**config.mk**
```make
export PLATFORM = sky130hd
export DESIGN_NAME = dda_resp
export DESIGN_NICKNAME = d
export VERILOG_FILES = /design/src/design/dda_pkg.sv /design/src/design/dda_resp.sv
export SDC_FILE = /design/constraint.sdc
export NUM_CORES = 1
export LEC_CHECK = 0
export BUFFER_PORTS_ARGS = -buffer_cell sky130_fd_sc_hd__buf_4
export CORE_ASPECT_RATIO = 1.5
export CORE_MARGIN = 2
export CORE_UTILIZATION = 54
export CTS_CLUSTER_SIZE = 25
export DETAILED_ROUTE_END_ITERATION = 7
export PLACE_DENSITY = 0.87
export REMOVE_ABC_BUFFERS = 1
export SLEW_MARGIN = 20
export SYNTH_ARGS = -nofsm -noshare
export SYNTH_HDL_FRONTEND = slang
export SYNTH_SLANG_ARGS = --single-unit
export TNS_END_PERCENT = 10
```
**constraint.sdc**
```tcl
create_clock -name clock -period 2.2 [get_ports clock]
set_input_delay 0.22 -clock clock [delete_from_list [all_inputs] [get_ports clock]]
set_output_delay 0.22 -clock clock [all_outputs]
set_load 0.01 [all_outputs]
```
**src/design/dda_pkg.sv**
```systemverilog
package dda_pkg;

   localparam int DISK_SIDES_DEF = 4;
   localparam int SIDE_BITS      = 16;

   // request kinds
   localparam logic [1:0] MODE_TICK  = 2'd0;
   localparam logic [1:0] MODE_READ  = 2'd1;
   localparam logic [1:0] MODE_WRITE = 2'd2;
   localparam logic [1:0] MODE_LOAD  = 2'd3;

   // register offsets
   localparam logic [11:0] REG_TIMER_LO  = 12'h020;
   localparam logic [11:0] REG_TIMER_HI  = 12'h021;
   localparam logic [11:0] REG_TIMER_CTL = 12'h022;
   localparam logic [11:0] REG_IO_EN     = 12'h023;
   localparam logic [11:0] REG_WR_DATA   = 12'h024;
   localparam logic [11:0] REG_DRIVE_CTL = 12'h025;
   localparam logic [11:0] REG_STATUS    = 12'h030;
   localparam logic [11:0] REG_RD_DATA   = 12'h031;
   localparam logic [11:0] REG_DRIVE_ST  = 12'h032;
   localparam logic [11:0] REG_FIXED     = 12'h033;

   // configuration register indexes
   localparam logic CSR_DISK_PRESENT = 1'b0;
   localparam logic CSR_DISK_SIDE    = 1'b1;

   localparam logic [15:0] PTR_READ_MAX    = 16'd64999;
   localparam logic [15:0] PTR_WRITE_LIMIT = 16'd65000;
   localparam logic [7:0]  DELAY_SHORT     = 8'd150;
   localparam logic [7:0]  DELAY_LONG      = 8'd200;
   localparam logic [7:0]  ST_BASE         = 8'h40;
   localparam logic [7:0]  ST_NO_DISK      = 8'h05;
   localparam logic [7:0]  ST_NOT_READY    = 8'h02;
   localparam logic [7:0]  FIXED_BYTE      = 8'h80;

   localparam int FLAG_TIMER = 0;
   localparam int FLAG_DISK  = 1;

   typedef enum logic [1:0] {
      RD_IMM,
      RD_DISK,
      RD_LAST
   } rd_sel_type;

   // what the response stage needs to finish one request
   typedef struct packed {
      logic       handled;
      rd_sel_type sel;
      logic [7:0] imm;
      logic       side_ok;
      logic       irq;
      logic       mirror;
   } stage_info_type;

   typedef struct packed {
      logic rd_en;
      logic wr_en;
   } mem_ctl_type;

endpackage

```
**src/design/dda_resp.sv**
```systemverilog
module dda_resp (
   input  logic                    clock,
   input  logic                    reset,
   input  logic                    accept,
   input  dda_pkg::stage_info_type info,
   input  logic [7:0]              mem_rdata,
   output logic                    ready,
   output logic                    rsp_valid,
   input  logic                    rsp_ready,
   output logic [7:0]              read_data,
   output logic                    handled,
   output logic                    irq_line,
   output logic                    mirroring
);

   logic                    s1_valid_ff;
   dda_pkg::stage_info_type s1_info_ff;
   logic                    out_valid_ff;
   logic [7:0]              out_data_ff;
   logic                    out_handled_ff;
   logic                    out_irq_ff;
   logic                    out_mirror_ff;
   logic [7:0]              last_byte_ff;
   logic [7:0]              s1_data;
   logic                    advance;

   // the memory read data stays put while stage one is stalled
   assign advance = s1_valid_ff && (!out_valid_ff || rsp_ready);
   assign ready   = !s1_valid_ff || advance;

   always_comb begin
      case (s1_info_ff.sel)
         dda_pkg::RD_DISK: s1_data = s1_info_ff.side_ok ? mem_rdata : 8'd0;
         dda_pkg::RD_LAST: s1_data = last_byte_ff;
         default:          s1_data = s1_info_ff.imm;
      endcase
   end

   always_ff @(posedge clock) begin
      if (reset) begin
         s1_valid_ff  <= 1'b0;
         out_valid_ff <= 1'b0;
         last_byte_ff <= 8'd0;
      end else begin
         if (accept) begin
            s1_valid_ff <= 1'b1;
         end else if (advance) begin
            s1_valid_ff <= 1'b0;
         end
         if (advance) begin
            out_valid_ff <= 1'b1;
         end else if (rsp_ready) begin
            out_valid_ff <= 1'b0;
         end
         if (advance && s1_info_ff.sel == dda_pkg::RD_DISK) begin
            last_byte_ff <= s1_data;
         end
      end
   end

   always_ff @(posedge clock) begin
      if (accept) begin
         s1_info_ff <= info;
      end
      if (advance) begin
         out_data_ff    <= s1_data;
         out_handled_ff <= s1_info_ff.handled;
         out_irq_ff     <= s1_info_ff.irq;
         out_mirror_ff  <= s1_info_ff.mirror;
      end
   end

   assign rsp_valid = out_valid_ff;
   assign read_data = out_data_ff;
   assign handled   = out_handled_ff;
   assign irq_line  = out_irq_ff;
   assign mirroring = out_mirror_ff;

endmodule

```
Word-level counts from Yosys, hierarchy flattened --
Cells that the tools add are included.
Cells by class: equality and inequality tests 2, muxes and demuxes 6, reduce and logical (&&, ||, !) cells 8
Operators with widths (count):
- 8-bit one-hot mux with 2 select lines | 1
- 8-bit two-way mux | 1
- 1-bit two-way mux | 4
- 2-bit nonzero test | 2
- 2-bit by 1-bit == test with 1-bit output, second input constant | 1
- 2-bit == test, second input constant | 1
- 1-bit logical AND | 2
- 1-bit zero test | 2
- 1-bit logical OR | 2
Storage, ports and cells: flip-flop bits (word level) 35, output and inout bits 13

Longest topological paths before layout --
word-level depth 5, gate-level depth with buffers 7, depth with buffers taken out 5

Least setup slack after synthesis --
Ideal clock, no wire load.
path type register -> register, start point register out_valid_ff, in the netlist rsp_valid, end point register out_handled_ff, in the netlist handled (enable), library setup time 380 ps, arrival 1056 ps, required time 1820 ps, path slack 765 ps, stages on the path, launching flop included 3, buffers on the path 0, path through dfxtp_1 and2b_4 nor2b_1
On the way: word-level cells in the longest chain between the ends 3
RTL lines:
- from (decl) | line dda_resp.sv:18 | logic out_valid_ff;
- from (signal assigned) | line dda_resp.sv:42 | out_valid_ff <= 1'b0;
- from (signal assigned) | line dda_resp.sv:51 | out_valid_ff <= 1'b1;
- from (signal assigned) | line dda_resp.sv:53 | out_valid_ff <= 1'b0;
- 1-bit zero test | line dda_resp.sv:28 | assign advance = s1_valid_ff && (!out_valid_ff || rsp_ready);
- 1-bit logical OR | line dda_resp.sv:28
- 1-bit logical AND | line dda_resp.sv:28
- net advance | line dda_resp.sv:25 | logic advance;
- to (signal assigned) | line dda_resp.sv:67 | out_handled_ff <= s1_info_ff.handled;
- to (decl) | line dda_resp.sv:20 | logic out_handled_ff;
The timed path passes the listed nets, and every way through them passes these cells. A chain may end at the register's enable or synchronous reset.

Final worst setup path --
start point register s1_info_ff[12] in the netlist's numbering, end point register last_byte_ff[6]
On the way: word-level cells in the longest chain between the ends 2, elaborated cells between the ends (all ways) 4, classes of those cells 2 x eq/ne; 1 x mux; 1 x reduce/logical
RTL lines:
- from (decl) | line dda_resp.sv:17 | dda_pkg::stage_info_type s1_info_ff;
- from (signal assigned) | line dda_resp.sv:63 | s1_info_ff <= info;
- 2-bit == test / 2-bit by 1-bit == test with 1-bit output (equally long branches) | line dda_resp.sv:32 | case (s1_info_ff.sel)
- 8-bit one-hot mux with 2 select lines * | line dda_resp.sv:32
- net s1_data[6] | line dda_resp.sv:24 | logic [7:0] s1_data;
- to (signal assigned) | line dda_resp.sv:56 | last_byte_ff <= s1_data;
- to (decl) | line dda_resp.sv:23 | logic [7:0] last_byte_ff;
The timed path passes the listed nets; every way through them passes the cells marked *.

==> run_results.csv <==
group,metric,value,unit
run_status,run_status,"finished clean",
placed_design,placed_cell_area,0.00166,mm2
placed_design,dp_cells,152,
route,total_drc_errors_in_the_routed_layout,0,
layout,num_antenna_cells,0,
synthesis,syn_avg_cell_area,14.6,um2
route,via_count,871,
die,ioPinCount,39,
synthesis,synth_fa_ha_area_frac,0.0182,
worst_setup_path,worst_setup_path_start_kind,"flop",
worst_setup_path,critical_path.reg2reg.startpoint,"s1_info_ff[12]",
power_and_ir_drop,totalPowerFinal,1.28,mW
worst_setup_path,arrival,1.82,ns
layout,commonest_non_fill_non_tap_cell_in_the_layout,"buf_4",
die,floorplan.initialDensity,0.567,
synthesis,synthesized_area_fraction_occupied_by_and_or_nand_nor_cells,0.110,
clock_network,tritoncts,"yes",
die,die_height,65.8,um
power_and_ir_drop,intPower,0.976,mW
synthesis,yosys-mux-area-fraction,0,
job,max_cap_violations,0,
timing,slew_at_the_pin_closest_to_its_max_slew_limit,0.431,ns
clock_network,clk_path_buf_depth,2,
timing,tns,0,ns
synthesis,largest_family_of_logic_cells_by_synthesized_area,"compound AO/OA/AOI/OAI gates",
layout,final_cell_count_no_fill,160,
min_path,worst_hold_startpoint,"info[9]",
global_route,grt.overflow.total,0,
global_route,antenna_violations_before_repair,0,
timing,setup_repair_after_global_routing_missed_its_margin,"no",
synthesis,seq_area_frac_synth,0.692,
power_and_ir_drop,clock_power_share,0.250,
power_and_ir_drop,switching_component_of_the_power,0.305,mW
clock_network,numClockSinks,35,
synthesis,synth_enable_flop_cells,25,
placed_design,hpwl,1.72,mm
layout,nNetsFinal,163,
global_route,grt_first_pass_wirelength,3.86,mm
worst_setup_path,timing.reg2reg.worst_path_depth,4,
route,first_pass_iters,4,
timing,finalClockSkew,0.00374,ns
power_and_ir_drop,power_switching_share,0.238,
synthesis,synth_top_flop_cell,"edfxtp_1",
timing,timing.final.crit_period,1.58,ns
synthesis,syn-instance-count,94,
timing,final-hold-violation-count,0,
synthesis,synth.yosys.warnings,0,
layout,leading_cell_types_in_the_layout_fill_and_taps_excluded,"buf_4 (39), edfxtp_1 (25), dfxtp_1 (10)",
worst_setup_path,critical_path.reg2reg.endpoint,"last_byte_ff[6]",
min_path,hold_end,"s1_info_ff[9]",
clock_network,post_cts_hold_buffer_count,0,
clock_network,clk_root_buffer_cell,"clkbuf_4",
layout,final_design_area_no_fill,0.00171,mm2
min_path,worstHoldPathType,"in -> reg",
placed_design,place.gp.congestion,0.798,
die,die_w,45.2,um
timing,finalMaxSlewViolations,0,
timing,maxClockFrequency,0.632,GHz
worst_setup_path,timing.critical_path.to_type,"flop",
global_route,largest_net_degree_at_the_start_of_global_routing,17,
worst_setup_path,reg2reg_setup_slack,0.62,ns
power_and_ir_drop,sequentialPowerShare,0.605,
route,avgViaCountPerCell,5.44,
clock_network,ctsHtreeMaxLevel,2,
timing,setup_viol_count_final,0,
worst_setup_path,cp.required,2.44,ns
synthesis,yosys.cell_types.count,20,
clock_network,cts.repair_timing.setup_buffer_count,0,
synthesis,syn-cell-area,0.00137,mm2
synthesis,synth_xor_xnor_area_share,0,
clock_network,clk_pin_slew,0.09,ns
power_and_ir_drop,worst_ir_drop_vdd,0.530,mV
timing,slew_headroom,0.713,
timing,final.period_utilization,0.719,
min_path,whs_path_cells,1,
layout,layout-drive-gt1-share,0.419,
clock_network,number_of_clock_buffers_inserted_by_tritoncts,5,
clock_network,post_cts_resize_count,0,
clock_network,clock_latency,0.34,ns
die,number_of_standard_cell_rows_in_the_floorplan,22,
die,die_area,0.00297,mm2
route,detail_route.wirelength,2.26,mm
synthesis,synth-compound-area-share,0.145,
layout,areaGrowthSynthToFinish,24.2,%
route,drt_iter0_markers,10,
worst_setup_path,worst_setup_path_class,"reg -> reg",
synthesis,postSynth.asyncResetShare,0,
synthesis,synth-seq-cells,35,
route,post_drt_wl_per_cell,14.2,um
global_route,first_global_vias,947,
route,antenna_left,0,
global_route,gr-usage-all-layers,0.187,
power_and_ir_drop,comb_power_share,0.145,
worst_setup_path,critical_path_peak_fanout,16,
die,core_area,0.00242,mm2
power_and_ir_drop,p_leak,0.681,nW
power_and_ir_drop,power_per_cell_area,751,mW/mm2
placed_design,buffer_ports.inserted,38,
[registers in the layout, summed over array words and instances, names as in the netlist]
name / count
last_byte_ff: 8
irq_line: 1
s1_valid_ff: 1
handled: 1
read_data: 8
mirroring: 1
rsp_valid: 1
s1_info_ff: 14
[worst max-delay path by stage]
stage                      endpoint  slack [ns]           start  depth (start not counted)
CTS                 last_byte_ff[6]        0.62  s1_info_ff[12]                          4
floorplan                   handled        0.76       rsp_valid                          2
global placement    last_byte_ff[3]        0.72  s1_info_ff[12]                          4
finish              last_byte_ff[6]        0.62  s1_info_ff[12]                          4
global route        last_byte_ff[6]        0.51  s1_info_ff[12]                          4
detailed placement  last_byte_ff[6]        0.64  s1_info_ff[12]                          4
[logic make-up (layout without fill, tap and decap cells)]
logic type                 count (synthesis)  in the layout
buffers and inverters                      7             49
AOI/OAI and AO/OA                         26             26
DFF                                       35             35
adders and majority gates                  2              2
and+or+nand+nor                           24             24
[synth_stat cells (2+ instances only)]
library cell / n / area (um2)
a21oi_1: 8 / 40.0
a21oi_2: 9 / 78.8
a22o_1: 8 / 70.1
and2b_1: 2 / 15.0
buf_6: 2 / 22.5
dfxtp_1: 10 / 200
edfxtp_1: 25 / 751
ha_1: 2 / 25.0
inv_1: 2 / 7.51
nand3_1: 8 / 40.0
nor2_1: 3 / 11.3
nor2b_1: 7 / 43.8
[layout make-up]
cell class	instances	area, um2
tap	24	30.0
multi-input combinational	52	375
clock buffer	7	45.0
fill	185	716
sequential	35	951
inverter	2	7.51
timing repair buffer	39	293
clock inverter	1	5.00
[power by group through the flow]
stage	clock (mW)	combinational (mW)	sequential, mW
4_1_cts	0.333	0.187	0.775
3_3_place_gp	0	0.179	0.788
6_report	0.320	0.186	0.775
5_1_grt	0.347	0.204	0.779
3_5_place_dp	0	0.186	0.790
2_1_floorplan	0	0.0956	0.795
[layer usage]
layer  vias up  track usage  part of all wire
li1        429            -                 -
met1       402        0.188              0.34
met2        30        0.307              0.55
met3        10       0.0464             0.056
met4         0        0.158             0.051
met5         -            0                 0
[worst max-delay path: stages (launching register included)]
cell and delay, ns:
edfxtp_1 0.41, ha_1 0.57, nor2b_1 0.23, a21oi_2 0.06
a22o_1 0.21
[per-stage QoR]
stage / hold WS [ns] / util / setup slack [ns]
finish: 0.0479 / 0.705 / 0.619
global route: 0.0375 / 0.705 / 0.507
CTS: 0.0352 / 0.705 / 0.621
detailed placement: 0.399 / 0.684 / 0.639
global placement: 0.398 / 0.684 / 0.720
floorplan: 0.292 / - / 0.765
Power figures use the tool's default switching activity.
