--- config.mk ---
export PLATFORM = sky130hd
export DESIGN_NAME = dda_ctrl
export DESIGN_NICKNAME = d
export VERILOG_FILES = /design/src/design/dda_pkg.sv /design/src/design/dda_ctrl.sv
export SDC_FILE = /design/constraint.sdc
export NUM_CORES = 1
export LEC_CHECK = 0
export ABC_CLOCK_PERIOD_IN_PS = 4200
export BUFFER_PORTS_ARGS = -buffer_cell sky130_fd_sc_hd__buf_4
export CAP_MARGIN = 20
export CORE_MARGIN = 4
export CORE_UTILIZATION = 39
export CTS_CLUSTER_DIAMETER = 200
export DETAILED_ROUTE_END_ITERATION = 7
export GPL_TIMING_DRIVEN = 0
export SYNTH_ARGS = -nofsm -noshare
export SYNTH_HDL_FRONTEND = slang
export SYNTH_SLANG_ARGS = --single-unit
export TNS_END_PERCENT = 100
--- constraint.sdc ---
create_clock -name clock -period 4.2 [get_ports clock]
set_clock_uncertainty 0.1 [all_clocks]
set_input_delay 0.63 -clock clock [delete_from_list [all_inputs] [get_ports clock]]
set_output_delay 0.63 -clock clock [all_outputs]
set_load 0.02 [all_outputs]
--- src/design/dda_pkg.sv ---
package dda_pkg;

   localparam int DISK_SIDES_DEF = 4;
   localparam int SIDE_BITS      = 16;

   // request kinds
   localparam logic [1:0] MODE_TICK  = 2'd0;
   localparam logic [1:0] MODE_READ  = 2'd1;
   localparam logic [1:0] MODE_WRITE = 2'd2;
   localparam logic [1:0] MODE_LOAD  = 2'd3;

   // register offsets
   localparam logic [11:0] REG_TIMER_LO  = 12'h020;
   localparam logic [11:0] REG_TIMER_HI  = 12'h021;
   localparam logic [11:0] REG_TIMER_CTL = 12'h022;
   localparam logic [11:0] REG_IO_EN     = 12'h023;
   localparam logic [11:0] REG_WR_DATA   = 12'h024;
   localparam logic [11:0] REG_DRIVE_CTL = 12'h025;
   localparam logic [11:0] REG_STATUS    = 12'h030;
   localparam logic [11:0] REG_RD_DATA   = 12'h031;
   localparam logic [11:0] REG_DRIVE_ST  = 12'h032;
   localparam logic [11:0] REG_FIXED     = 12'h033;

   // configuration register indexes
   localparam logic CSR_DISK_PRESENT = 1'b0;
   localparam logic CSR_DISK_SIDE    = 1'b1;

   localparam logic [15:0] PTR_READ_MAX    = 16'd64999;
   localparam logic [15:0] PTR_WRITE_LIMIT = 16'd65000;
   localparam logic [7:0]  DELAY_SHORT     = 8'd150;
   localparam logic [7:0]  DELAY_LONG      = 8'd200;
   localparam logic [7:0]  ST_BASE         = 8'h40;
   localparam logic [7:0]  ST_NO_DISK      = 8'h05;
   localparam logic [7:0]  ST_NOT_READY    = 8'h02;
   localparam logic [7:0]  FIXED_BYTE      = 8'h80;

   localparam int FLAG_TIMER = 0;
   localparam int FLAG_DISK  = 1;

   typedef enum logic [1:0] {
      RD_IMM,
      RD_DISK,
      RD_LAST
   } rd_sel_type;

   // what the response stage needs to finish one request
   typedef struct packed {
      logic       handled;
      rd_sel_type sel;
      logic [7:0] imm;
      logic       side_ok;
      logic       irq;
      logic       mirror;
   } stage_info_type;

   typedef struct packed {
      logic rd_en;
      logic wr_en;
   } mem_ctl_type;

endpackage

--- src/design/dda_ctrl.sv ---
module dda_ctrl #(
   parameter int DISK_SIDES = dda_pkg::DISK_SIDES_DEF,
   parameter int AW         = $clog2(DISK_SIDES) + dda_pkg::SIDE_BITS
) (
   input  logic                    clock,
   input  logic                    reset,
   input  logic                    accept,
   input  logic [1:0]              mode,
   input  logic [11:0]             address,
   input  logic [7:0]              write_data,
   input  logic [17:0]             image_index,
   input  logic                    csr_we,
   input  logic                    csr_index,
   input  logic [1:0]              csr_wdata,
   output dda_pkg::mem_ctl_type    mem_ctl,
   output logic [AW-1:0]           mem_addr,
   output logic [7:0]              mem_wdata,
   output dda_pkg::stage_info_type info
);

   localparam int STORE = DISK_SIDES * (2 ** dda_pkg::SIDE_BITS);

   logic        present_ff;
   logic [1:0]  side_ff;
   logic [15:0] tcount_ff, tcount_in;
   logic [15:0] treload_ff, treload_in;
   logic [1:0]  tmode_ff, tmode_in;
   logic [7:0]  io_en_ff, io_en_in;
   logic [7:0]  dctl_ff, dctl_in;
   logic [1:0]  flags_ff, flags_in;
   logic [15:0] ptr_ff, ptr_in;
   logic [1:0]  skip_ff, skip_in;
   logic [7:0]  delay_ff, delay_in;
   logic        mirror_ff, mirror_in;

   logic        side_ok;
   logic        load_ok;
   logic [31:0] rd_full;
   logic [31:0] wr_full;
   logic [31:0] ld_full;
   logic [15:0] ptr_back;

   assign side_ok  = (32'(side_ff) < DISK_SIDES);
   assign load_ok  = (32'(image_index) < STORE);
   assign ptr_back = ptr_ff - 16'd2;
   assign rd_full  = {14'd0, side_ff, ptr_ff};
   assign wr_full  = {14'd0, side_ff, ptr_back};
   assign ld_full  = {14'd0, image_index};

   always_comb begin
      tcount_in  = tcount_ff;
      treload_in = treload_ff;
      tmode_in   = tmode_ff;
      io_en_in   = io_en_ff;
      dctl_in    = dctl_ff;
      flags_in   = flags_ff;
      ptr_in     = ptr_ff;
      skip_in    = skip_ff;
      delay_in   = delay_ff;
      mirror_in  = mirror_ff;
      mem_ctl    = '0;
      mem_addr   = rd_full[AW-1:0];
      mem_wdata  = write_data;
      info.handled = 1'b0;
      info.sel     = dda_pkg::RD_IMM;
      info.imm     = 8'd0;
      info.side_ok = side_ok;

      if (accept) begin
         case (mode)
            dda_pkg::MODE_TICK: begin
               if (tmode_ff[1] && tcount_ff != 16'd0) begin
                  tcount_in = tcount_ff - 16'd1;
                  if (tcount_ff == 16'd1) begin
                     if (tmode_ff[0]) begin
                        tcount_in = treload_ff;
                     end else begin
                        tmode_in = {1'b0, tmode_ff[0]};
                     end
                     flags_in[dda_pkg::FLAG_TIMER] = 1'b1;
                  end
               end
               if (delay_ff != 8'd0) begin
                  delay_in = delay_ff - 8'd1;
                  if (delay_ff == 8'd1 && dctl_ff[7]) begin
                     flags_in[dda_pkg::FLAG_DISK] = 1'b1;
                  end
               end
            end
            dda_pkg::MODE_READ: begin
               case (address)
                  dda_pkg::REG_STATUS: begin
                     info.handled = 1'b1;
                     info.imm     = {6'd0, flags_ff};
                     flags_in     = 2'b00;
                  end
                  dda_pkg::REG_RD_DATA: begin
                     info.handled = 1'b1;
                     if (!present_ff) begin
                        info.sel = dda_pkg::RD_LAST;
                     end else begin
                        info.sel       = dda_pkg::RD_DISK;
                        mem_ctl.rd_en  = 1'b1;
                        if (ptr_ff < dda_pkg::PTR_READ_MAX) begin
                           ptr_in = ptr_ff + 16'd1;
                        end
                        delay_in = dda_pkg::DELAY_SHORT;
                        flags_in[dda_pkg::FLAG_DISK] = 1'b0;
                     end
                  end
                  dda_pkg::REG_DRIVE_ST: begin
                     info.handled = 1'b1;
                     info.imm     = dda_pkg::ST_BASE;
                     if (!present_ff) begin
                        info.imm = info.imm | dda_pkg::ST_NO_DISK;
                     end
                     if (!present_ff || !dctl_ff[0] || dctl_ff[1]) begin
                        info.imm = info.imm | dda_pkg::ST_NOT_READY;
                     end
                  end
                  dda_pkg::REG_FIXED: begin
                     info.handled = 1'b1;
                     info.imm     = dda_pkg::FIXED_BYTE;
                  end
                  default: begin
                     info.handled = 1'b0;
                  end
               endcase
            end
            dda_pkg::MODE_WRITE: begin
               case (address)
                  dda_pkg::REG_TIMER_LO: begin
                     treload_in[7:0] = write_data;
                     flags_in[dda_pkg::FLAG_TIMER] = 1'b0;
                  end
                  dda_pkg::REG_TIMER_HI: begin
                     treload_in[15:8] = write_data;
                     flags_in[dda_pkg::FLAG_TIMER] = 1'b0;
                  end
                  dda_pkg::REG_TIMER_CTL: begin
                     tmode_in  = write_data[1:0];
                     tcount_in = treload_ff;
                     flags_in[dda_pkg::FLAG_TIMER] = 1'b0;
                  end
                  dda_pkg::REG_IO_EN: begin
                     io_en_in = write_data;
                  end
                  dda_pkg::REG_WR_DATA: begin
                     if (present_ff && !dctl_ff[2] && io_en_ff[0] &&
                         ptr_ff < dda_pkg::PTR_WRITE_LIMIT) begin
                        if (skip_ff != 2'd0) begin
                           skip_in = skip_ff - 2'd1;
                        end else if (ptr_ff >= 16'd2) begin
                           mem_ctl.wr_en = side_ok;
                           mem_addr      = wr_full[AW-1:0];
                        end
                     end
                  end
                  dda_pkg::REG_DRIVE_CTL: begin
                     flags_in[dda_pkg::FLAG_DISK] = 1'b0;
                     mirror_in = write_data[3];
                     if (present_ff) begin
                        // leaving transfer mode with bit 4 clear steps the head back
                        if (!write_data[6] && dctl_ff[6] && !write_data[4]) begin
                           ptr_in   = (ptr_ff >= 16'd2) ? ptr_back : 16'd0;
                           delay_in = dda_pkg::DELAY_LONG;
                        end
                        if (!write_data[2]) begin
                           skip_in = 2'd2;
                        end
                        if (write_data[1]) begin
                           ptr_in   = 16'd0;
                           delay_in = dda_pkg::DELAY_LONG;
                        end
                        if (write_data[6]) begin
                           delay_in = dda_pkg::DELAY_LONG;
                        end
                        dctl_in = write_data;
                     end
                  end
                  default: begin
                     dctl_in = dctl_ff;
                  end
               endcase
            end
            dda_pkg::MODE_LOAD: begin
               mem_ctl.wr_en = load_ok;
               mem_addr      = ld_full[AW-1:0];
            end
            default: begin
               dctl_in = dctl_ff;
            end
         endcase
      end

      info.irq    = (flags_in != 2'b00);
      info.mirror = mirror_in;
   end

   always_ff @(posedge clock) begin
      if (reset) begin
         present_ff <= 1'b0;
         side_ff    <= 2'd0;
         tcount_ff  <= 16'd0;
         treload_ff <= 16'd0;
         tmode_ff   <= 2'd0;
         io_en_ff   <= 8'd0;
         dctl_ff    <= 8'd0;
         flags_ff   <= 2'd0;
         ptr_ff     <= 16'd0;
         skip_ff    <= 2'd0;
         delay_ff   <= 8'd0;
         mirror_ff  <= 1'b0;
      end else begin
         if (csr_we && csr_index == dda_pkg::CSR_DISK_PRESENT) begin
            present_ff <= csr_wdata[0];
         end
         if (csr_we && csr_index == dda_pkg::CSR_DISK_SIDE) begin
            side_ff <= csr_wdata;
         end
         tcount_ff  <= tcount_in;
         treload_ff <= treload_in;
         tmode_ff   <= tmode_in;
         io_en_ff   <= io_en_in;
         dctl_ff    <= dctl_in;
         flags_ff   <= flags_in;
         ptr_ff     <= ptr_in;
         skip_ff    <= skip_in;
         delay_ff   <= delay_in;
         mirror_ff  <= mirror_in;
      end
   end

endmodule

# After elaboration in Yosys (flattened, before gate mapping)
# Cells that the tools add are included.
# totals
regBits	75
in_bits	47
output_inout_bits	42
# op_classes
n_addsub	5
order_cmp	3
n_eq_ne	31
mux	70
bitwise	1
reduce_logical	37
# op_table
operator	n
two-way mux 16 bit	16
== test 12 x 6 -> 1 bit (second input constant)	10
two-way mux 8 bit	8
case mux 16 bit (2 select lines)	2
case mux 8 bit (3 select lines)	2
case mux 18 bit (2 select lines)	1
less-than comparator 16 bit (second input constant)	2
two-way mux 2 bit	13
!= test 2 bit (second input constant)	12
two-way mux 11 bit	2
two-way mux 1 bit	19
two-way mux 18 bit	1
adder 16 x 1 -> 16 bit (second input constant)	1
== test 16 x 1 -> 1 bit (second input constant)	1
>= comparator 16 x 2 -> 1 bit (second input constant)	1
AND reduction 8 bit	2
nonzero test 16 bit	1
subtractor 16 x 1 -> 16 bit (second input constant)	1
subtractor 16 x 2 -> 16 bit (second input constant)	1
nonzero test 2 bit	5
logical AND 1 bit	9
AND reduction 3 bit	3
== test 8 x 1 -> 1 bit (second input constant)	1
case mux 2 bit (2 select lines)	2
other kinds (22)	31

# Depth between registers and ports, before layout
# Gate-level depths: netlist of run 1.
# depth
word_depth	9
depth_mapped	10
depth_no_buf	8

# Worst setup path before layout of run 1
# OpenSTA, ideal clock, no wires.
# synth_timing
path_type	input port to output port
start	input address[4]
end	output mem_addr[10]
t_arrival_ps	3282
setup_slack_ps	188
cell_stages	7
path_buffers	1
path_cell_list	or4b_2 > or3_1 > clkbuf_1 > nor2_1 > nand3_1 > or2_2 > o311ai_0
# synth_via
elab_chain_len	4
# synth_rtl
item	line_no	rtl
start: declaration	dda_ctrl.sv:9	input logic [11:0] address,
== test 12 x 6 -> 1 bit	dda_ctrl.sv:131	case (address)
two-way mux 16 bit	dda_ctrl.sv:131	
case mux 18 bit (2 select lines)	dda_ctrl.sv:70	case (mode)
two-way mux 18 bit	dda_ctrl.sv:69	if (accept) begin
end: declaration	dda_ctrl.sv:16	output logic [AW-1:0] mem_addr,
# No other way between the ends.

# Worst setup path after layout of run 1
# Ends and elaborated chain as after synthesis.

==> reports/results.tsv, run 1 <==
stage	metric	value	unit
synthesis	synth.most_common_cell	nor2_1	
synthesis	synth_area	5102	um2
die	die_w	122.4	um
critical_path	r2r_end	ptr_ff[10]$_SDFFE_PP0P_	
place	place_area	5948	um2
cells_and_area	drive_gt1_frac	0.1934	
clock_tree	cts_tree	built	
critical_path	r2r-start	present_ff$_SDFFE_PP0P_	
place	place_congestion	0.9669	
drt	routedWlPerCell	18.85	um
pwr	ir_worst_vdd	246.2	uV
drt	firstDrtPassIters	7	
timing	final-hold-violation-count	0	
pwr	power_leakage	2.418	nW
clock_tree	cts_hold_buffers	0	
die	die_h	122.4	um
critical_path	crit_chain	buf_4 -> or4b_2 -> or3_1 -> clkbuf_1 -> nor2_1 -> nand3_2 -> or2_2 -> o311ai_0 -> buf_4	
global_route	antenna_found_initial	0	
global_route	grt_pass1_vias	5435	
drt	drc	0	
synthesis	synthTopCellsByCount	nor2_1, dfxtp_1, nand2_1	
critical_path	worstPathRequired	3470	ps
critical_path	r2r_cells	7	
critical_path	cp-start-kind	input pin	
clock_tree	htree_levels	3	
clock_tree	cts.path.max_buffers	2	
synthesis	yosys.area.top_type	dfxtp_1	
clock_tree	cts_root_buf	clkbuf_16	
pwr	power-per-cell-area	326.0	nW/um2
worst_hold_path	holdCritStartpoint	tcount_ff[14]$_SDFFE_PP0P_	
global_route	grt_pass1_wl	28280	um
timing	relSlewSlack	0.2065	
global_route	grt_util_all_layers	0.2416	
synthesis	synth_cell_types	69	
global_route	grt_overflow	0	
clock_tree	clk_pin_slew	60	ps
timing	period_needed	4071	ps
clock_tree	numCtsBuffers	9	
synthesis	synth_ff_type	dfxtp_1	
synthesis	ys_ff_latch	72	
drt	drt-total-wl	18060	um
synthesis	syn_avg_cell_area	7.438	um2
critical_path	crit_path_top_delay_cell	or4b_2	
critical_path	cp_common_cell	buf_4	
drt	viasPerCell	5.883	
cells_and_area	num_antenna_cells	0	
cells_and_area	fin_nets	843	
clock_tree	cts.sinks	72	
die	ios	89	
place	place.detailed.hpwl	13660	um
worst_hold_path	hp-class	flip-flop to flip-flop	
critical_path	reg2reg_slack	650	ps
synthesis	synthTopCellsByArea	dfxtp_1, nor2_1, a21oi_1	
timing	slew_violations	0	
die	die_area	14980	um2
worst_hold_path	hold_depth	2	
timing	rsz0062_at_grt	no	
synthesis	async_flop_share	0	
die	fp-row-count	41	
worst_hold_path	whs_endpoint	tcount_ff[14]$_SDFFE_PP0P_	
timing	tns	0	ps
cells_and_area	fin_area	6311	um2
outcome	outcome	finished, final reports clean	
place	port_buffers	82	
critical_path	critPathKind	input pin to primary output	
critical_path	critPathMaxFanout	8	
synthesis	syn_inst	686	
die	start_util	0.4011	
drt	ant_nets	0	
drt	vias	5636	
drt	dr.first_iter.drc_count	412	
synthesis	yosysWarningCount	0	
critical_path	cp-end-kind	primary output	
timing	fin_crit_sh	0.9692	
cells_and_area	syn2layout_area_growth	23.69	%
flow_run	cap_violations	0	
timing	setup-violations-final	0	
global_route	grt_max_degree	14	
critical_path	arrival	3340	ps
die	core_area	12720	um2
synthesis	synth_edf_count	0	
synthesis	netlist.area_leader.share	0.2825	
timing	tightest_slew	1180	ps
critical_path	cp_slowest_stage_delay	720	ps
synthesis	synth_seq_area_share	0.2825	
clock_tree	clk_latency	340	ps
timing	clock.fmax	245.7	MHz
-- critical path: cells and delay by family --
family,cells,cell delay [ps]
and+or+nand+nor,5,1900
buffers and inverters,3,500
AOI/OAI and AO/OA,1,300
-- through the flow --
stage	power [mW]	util	std cells	setup WS [ps]	hold slack (ps)
after floorplan	1.013	-	688	187.7	331.1
after global placement	1.157	0.4670	942	77.00	345.4
after detailed placement	1.164	0.4675	942	62.83	349.4
after CTS	2.069	0.4956	958	61.00	358.7
after global routing	2.149	0.4961	958	2.923	374.1
final	2.057	0.4961	958	129.4	354.9
-- report_power, final --
group          switching, mW  internal [mW]
clock network          0.314          0.585
logic                  0.269          0.174
registers             0.0162          0.699
-- how the worst max path moves through the flow --
| stage | from | to | slack (ps) |
|---|---|---|---|
| final | address[4] | mem_addr[10] | 130 |
| after global routing | address[4] | mem_addr[10] | 3 |
| after CTS | ptr_ff[10]$_SDFFE_PP0P_ | mem_addr[4] | 60 |
| after detailed placement | address[4] | mem_addr[10] | 60 |
| after global placement | address[4] | mem_addr[10] | 80 |
| after floorplan | address[4] | mem_addr[10] | 190 |
-- sequential cells by signal, indices dropped and copies added (netlist names) --
name and count:
delay_ff 8, ptr_ff 16, skip_ff 2, tmode_ff 2, side_ff 2, present_ff 1, mirror_ff 1, treload_ff 16
tcount_ff 16, flags_ff 2, dctl_ff 5, io_en_ff 1
-- final cells by class --
type | count | area, um2
fill | 1340 | 6411
tap | 172 | 215.2
clock inverter | 6 | 116.4
multi-input combinational | 528 | 3303
sequential | 72 | 1441
clock buffer | 10 | 229.0
timing repair buffer | 82 | 615.6
buffer | 61 | 289.0
inverter | 27 | 101.3
-- repair_timing --
item                                   4_1_cts  5_1_grt
endpoints found under the hold margin        0        0
setup endpoints to repair                    2        7
setup buffers                                0        0
gates resized for setup                      2        3
-- routing by layer --
metal	vias to the layer above	wire, um	share of wire	global-route usage
met3	42	1004	0.056	0.03410
met2	207	8745	0.48	0.4139
met5	-	0	0	0
li1	2710	-	-	-
met4	0	591	0.033	0.1176
met1	2677	7720	0.43	0.2971
-- layout by cell type (no fill, tap or decap), types with 4 or more instances in the layout --
cell type  netlist  layout
buf_2            5       5
nor2b_1         10      10
a22oi_1         19      19
o311ai_0         7       7
buf_4           14      96
o32ai_1          4       4
nand2_1         52      52
o21ai_0         34      34
a21oi_1         43      43
inv_1           26      26
or4_1           10      10
dfxtp_1         72      72
clkbuf_1        41      41
mux2i_1         21      21
o211ai_1        17      17
nand4_1          9       9
nand4b_1         6       6
nor4_1          12      11
or3_1           21      21
nor2_1          81      81
conb_1           2       4
nand2b_1         9       9
nand3b_1         4       4
ha_1            15      15
nand3_1         29      28
a22o_1           5       5
a31oi_1          5       5
o31ai_1          8       8
or2_2           11      11
nor3_1          28      28
mux2_2           6       6
and2_1           5       5
clkbuf_16        0       9
-- logic make-up (layout without fill, tap and decap cells) --
group,count (synthesis),after routing,synth area share
AOI/OAI and AO/OA,179,179,0.2379
xor gates and xnor gates,1,1,0.001717
adders and majority gates,15,15,0.03678
buffers and inverters,88,186,0.07626
DFF,72,72,0.2825
muxes,27,27,0.05444
other,2,4,0.001472
and+or+nand+nor,302,302,0.3090
No activity file was read; power rests on OpenSTA's default activity.
==> run 2, diff against run 1 <==
ABC_CLOCK_PERIOD_IN_PS = default   (was 4200)
CTS_BUF_LIST = sky130_fd_sc_hd__clkbuf_4   (was default)
TNS_END_PERCENT = 10   (was 100)
==> reports/results.tsv, run 2 (synthesis results as in run 1) <==
stage	metric	value	unit	change
timing	slew_violations	0		unchanged
timing	rsz0062_at_grt	yes		
global_route	grt_pass1_vias	5412		-0.42%
drt	viasPerCell	5.841		-0.71%
clock_tree	numCtsBuffers	9		unchanged
drt	vias	5596		-0.71%
drt	firstDrtPassIters	5		-2
critical_path	crit_chain	buf_4 -> or4b_2 -> or3_1 -> clkbuf_1 -> nor2_1 -> nand3_1 -> or2_2 -> o311ai_0 -> buf_4		
die	start_util	0.4011		unchanged
cells_and_area	fin_area	6156	um2	-2.5%
place	place.detailed.hpwl	13660	um	unchanged
critical_path	worstPathRequired	3470	ps	about the same
die	die_h	122.4	um	unchanged
global_route	grt_util_all_layers	0.2387		-0.002907
clock_tree	cts_root_buf	clkbuf_4		
cells_and_area	syn2layout_area_growth	20.65	%	
clock_tree	cts_tree	built		
place	place_area	5948	um2	unchanged
die	core_area	12720	um2	unchanged
die	fp-row-count	41		unchanged
critical_path	arrival	3380	ps	+40 ps
timing	relSlewSlack	0.2185		+0.01193
timing	setup-violations-final	0		unchanged
clock_tree	cts_hold_buffers	0		unchanged
drt	dr.first_iter.drc_count	376		-8.7%
critical_path	path_delay_family	simple AND/OR/NAND/NOR gates		
critical_path	cp_common_cell	buf_4		
timing	final-hold-violation-count	0		unchanged
timing	tns	0	ps	unchanged
critical_path	critPathMaxFanout	8		unchanged
critical_path	crit_path_top_delay_cell	or4b_2		
clock_tree	cts.sinks	72		unchanged
critical_path	critPathKind	input pin to primary output		
outcome	outcome	finished, final reports clean		
drt	drt-total-wl	17850	um	-1.2%
clock_tree	clk_latency	450	ps	+110 ps
drt	drc	0		unchanged
cells_and_area	fin_nets	842		-0.12%
cells_and_area	drive_gt1_frac	0.1949		+0.001520
clock_tree	clk_pin_slew	130	ps	+70 ps
die	die_area	14980	um2	unchanged
die	ios	89		unchanged
global_route	grt_overflow	0		unchanged
die	die_w	122.4	um	unchanged
timing	period_needed	4112	ps	+41.05 ps
timing	tightest_slew	1163	ps	-17.74 ps
cells_and_area	layout_commonest_cell	buf_4		
drt	routedWlPerCell	18.63	um	-1.2%
critical_path	cp_slowest_stage_delay	720	ps	about the same
pwr	power-per-cell-area	284.0	nW/um2	-13%
clock_tree	htree_levels	3		unchanged
critical_path	cp-start-kind	input pin		
global_route	antenna_found_initial	1		+1
timing	fin_crit_sh	0.9790		+0.009774
critical_path	cp-end-kind	primary output		
timing	timing.hold.ws	320.7	ps	-34.21 ps
global_route	grt_pass1_wl	27970	um	-1.1%
cells_and_area	reg.largest.list	ptr_ff: 16 flops, tcount_ff: 16 flops, treload_ff: 16 flops		
worst_hold_path	hp-class	input pin to flip-flop		
global_route	grt_max_degree	14		unchanged
critical_path	critPathBufInv	3		unchanged
timing	clock.fmax	243.2	MHz	-1.0%
drt	ant_nets	0		unchanged
place	port_buffers	82		unchanged
clock_tree	postCtsSetupRepairBufs	0		unchanged
pwr	power_leakage	2.357	nW	-2.5%
pwr	ir_worst_vdd	181.8	uV	-26%
clock_tree	cts.path.max_buffers	2		unchanged
cells_and_area	final_cell_mix	buf_4, nor2_1, dfxtp_1		
place	place_congestion	0.9669		unchanged
flow_run	cap_violations	0		unchanged
==> run 2: final timing paths <==
path                                                    to  depth (start not counted)                  startpoint  slack [ps]
worst max-delay path                          mem_addr[10]                          9                  address[4]          90
worst min-delay path            treload_ff[5]$_SDFFE_PP0P_                          3               write_data[5]         320
worst max register to register     ptr_ff[10]$_SDFFE_PP0P_                          7     present_ff$_SDFFE_PP0P_         720
worst min register to register  tcount_ff[14]$_SDFFE_PP0P_                          2  tcount_ff[14]$_SDFFE_PP0P_         370
==> run 2: through the flow <==
step	worst slack (ps)	power, mW	utilization	cells
detailed placement	62.83	1.164	0.4675	942
floorplan	187.7	1.013	-	688
global route	-82.94	1.836	0.4839	958
CTS	72.65	1.758	0.4836	958
global placement	77.00	1.157	0.4670	942
finish	88.36	1.748	0.4839	958
==> run 2: worst reg2reg max path, cell delays in order, from the launching register on <==
cell      delay (ps)
dfxtp_1          330
clkbuf_1         320
inv_1            200
or3_1            450
o21a_1           230
nor4_2           950
nand2_1          350
o41ai_1          460
==> run 2: area by class of cell <==
cell class	count	area (um2)
plain buffers	60	285.3
clock buffers	10	75.07
multi-input cells	528	3303
inverters	27	101.3
flip-flops and latches	72	1441
repair buffers	82	615.6
clock inverters	6	116.4
diodes	1	2.502
fillers	1370	6566
well taps	172	215.2
==> run 2: power breakdown <==
group / leakage (nW) / internal (mW) / switching, mW
Clock: 0.101 / 0.312 / 0.279
Sequential: 0.582 / 0.699 / 0.0165
Combinational: 1.67 / 0.174 / 0.268
Total: 2.36 / 1.19 / 0.563
==> run 2: metal layers <==
layer / wire length, um / up-vias / track usage
li1: - / 2703 / -
met1: 7563 / 2636 / 0.2937
met2: 8646 / 220 / 0.4067
met3: 1122 / 37 / 0.04055
met5: 0 / - / 0
met4: 516 / 0 / 0.1099
==> run 2: what timing repair did <==
| item | CTS | global route |
|---|---|---|
| endpoints found under the setup margin | 10 | 7 |
| resized for setup | 3 | 1 |
| pin swaps | 0 | 1 |
==> run 3, diff against run 2 <==
CORE_ASPECT_RATIO = 0.7   (was default)
==> reports/results.tsv, run 3 (synthesis results as in run 1) <==
stage	metric	value	unit	change
outcome	outcome	finished, final reports clean		
place	numPlacedInstances	933		-0.96%
cells_and_area	drive_gt1_frac	0.2005		+0.005603
drt	viasPerCell	6.128		+4.9%
drt	routedWlPerCell	20.51	um	+10%
pwr	p_clk_frac	0.258		-0.080
global_route	grt_overflow	0		unchanged
clock_tree	clk_latency	440	ps	about the same
pwr	p_sw_frac	0.3711		+0.04893
worst_hold_path	holdCritStartpoint	write_data[5]		
timing	slew_violations	0		unchanged
drt	drt-total-wl	19490	um	+9.2%
critical_path	cp-end-kind	primary output		
clock_tree	cts_tree	built		
cells_and_area	reg.largest.list	ptr_ff: 16 flops, tcount_ff: 16 flops, treload_ff: 16 flops		
clock_tree	clk_pin_slew	130	ps	about the same
drt	ant_nets	0		unchanged
timing	rsz0062_at_grt	no		
place	place.detailed.hpwl	14930	um	+9.3%
flow_run	cap_violations	0		unchanged
critical_path	critPathMaxFanout	8		unchanged
cells_and_area	num_antenna_cells	0		-1
global_route	grt_pass1_wl	30130	um	+7.7%
pwr	seq_power_share	0.448		+0.039
place	place_congestion	0.9475		-2.0%
cells_and_area	syn2layout_area_growth	19.91	%	
place	port_buffers	82		unchanged
timing	fin_crit_sh	0.9525		-0.02647
critical_path	crit_start	address[4]		
cells_and_area	final_cell_mix	buf_4, nor2_1, dfxtp_1		
pwr	power_leakage	2.327	nW	-1.3%
timing	final-hold-violation-count	0		unchanged
pwr	power-per-cell-area	260.5	nW/um2	-8.3%
critical_path	critPathKind	input pin to primary output		
die	die_area	15010	um2	+0.20%
die	fp-row-count	34		-17%
pwr	p_comb_frac	0.293		+0.040
clock_tree	cts.sinks	72		unchanged
critical_path	arrival	3270	ps	-110 ps
die	die_w	144.7	um	+18%
worst_hold_path	hp-class	input pin to flip-flop		
clock_tree	cts_root_buf	clkbuf_4		
critical_path	worstPathRequired	3470	ps	about the same
global_route	antenna_found_initial	0		-1
drt	firstDrtPassIters	6		+1
drt	vias	5822		+4.0%
critical_path	cp-start-kind	input pin		
cells_and_area	layout_commonest_cell	buf_4		
cells_and_area	fillers	1303		-4.9%
die	ios	89		unchanged
critical_path	cp_slowest_stage_delay	730	ps	about the same
clock_tree	postCtsSetupRepairBufs	0		unchanged
drt	drc	0		unchanged
clock_tree	htree_levels	3		unchanged
die	start_util	0.4052		+0.004145
clock_tree	numCtsBuffers	9		unchanged
cells_and_area	finalNonFillerCells	950		-0.84%
timing	relSlewSlack	0.2544		+0.03596
die	die_h	103.7	um	-15%
global_route	grt_max_degree	15		+1
critical_path	r2r-start	tcount_ff[6]$_SDFFE_PP0P_		
timing	setup-violations-final	0		unchanged
timing	fin_ws	199.5	ps	+111.2 ps
place	dp_slack	-62.13	ps	-125.0 ps
clock_tree	cts.path.max_buffers	2		unchanged
timing	period_needed	4000	ps	-111.2 ps
critical_path	cp_common_cell	buf_4		
global_route	grt_pass1_vias	5334		-1.4%
critical_path	crit_chain	buf_4 -> or4b_2 -> or3_1 -> clkbuf_1 -> nor2_4 -> nand3_2 -> or2_2 -> o311ai_0 -> buf_4		
timing	tightest_slew	1112	ps	-50.32 ps
pwr	power.internal	1.002	mW	-15%
timing	clock.fmax	250.0	MHz	+2.8%
pwr	switchingPower	0.5916	mW	+5.0%
critical_path	crit_path_top_delay_cell	or4b_2		
clock_tree	cts_hold_buffers	0		unchanged
pwr	ir_worst_vdd	119.8	uV	-34%
cells_and_area	fin_nets	845		+0.36%
die	core_area	12590	um2	-1.0%
drt	dr.first_iter.drc_count	622		+65%
timing	tns	0	ps	unchanged
global_route	grt_util_all_layers	0.2542		+0.01547
-- run 3: cell types whose count changed in the layout (fill, tap and decap cells not counted), sizes merged --
cell      previous run  this run
buf                102       105
bufinv               3         0
clkbuf              50        49
clkinv               3         4
clkinvlp             0         2
diode                1         0
inv                 27        28
-- run 3: what timing repair did --
action / 4_1_cts / 5_1_grt
pin swaps: 0 / 1
gates resized for setup: 4 / 4
endpoints found under the setup margin: 15 / 12
-- run 3: path summary, 6_finish.rpt --
| check | endpoint | slack (ps) | cells after the start |
|---|---|---|---|
| worst max-delay path | mem_addr[10] | 200 | 9 |
| worst min-delay path | treload_ff[5]$_SDFFE_PP0P_ | 330 | 3 |
| worst max register to register | tcount_ff[2]$_SDFFE_PP0P_ | 770 | 10 |
| worst min register to register | tcount_ff[14]$_SDFFE_PP0P_ | 360 | 2 |
-- run 3: layout make-up --
type	count	area (um2)	area share
sequential	72	1441	0.2356
clock inverter	7	55.05	0.008998
clock buffer	9	67.56	0.01104
tap	162	202.7	0.03313
buffer	60	285.3	0.04663
multi-input combinational	528	3323	0.5431
timing repair buffer	85	641.9	0.1049
inverter	27	101.3	0.01656
-- run 3: power by group through the flow --
stage / Clock, mW / Sequential, mW / Combinational (mW)
6_report: 0.411 / 0.715 / 0.468
5_1_grt: 0.449 / 0.717 / 0.506
4_1_cts: 0.428 / 0.714 / 0.452
3_5_place_dp: 0 / 0.729 / 0.449
3_3_place_gp: 0 / 0.728 / 0.437
2_1_floorplan: 0 / 0.725 / 0.289
-- run 3: per-stage QoR --
stage,util,total power [mW],area [um2],hold slack [ps]
global placement,0.4708,1.165,5928,344.7
global route,0.4859,1.672,6118,325.1
floorplan,-,1.013,5110,331.1
CTS,0.4829,1.594,6081,297.8
detailed placement,0.4720,1.178,5943,344.1
finish,0.4859,1.594,6118,327.1
-- run 3: critical path, delay by kind of cell --
kind	cells	cell delay [ps]
AND/OR/NAND/NOR	5	1770
buffers and inverters	3	540
AO/OA/AOI/OAI	1	330
-- run 3: per-layer routing --
metal | vias up | part of all wire | global-route usage
met3 | 24 | 0.11 | 0.07140
met4 | 0 | 0.011 | 0.04927
li1 | 2720 | - | -
met2 | 318 | 0.38 | 0.3295
met1 | 2760 | 0.49 | 0.4090
met5 | - | 0 | 0
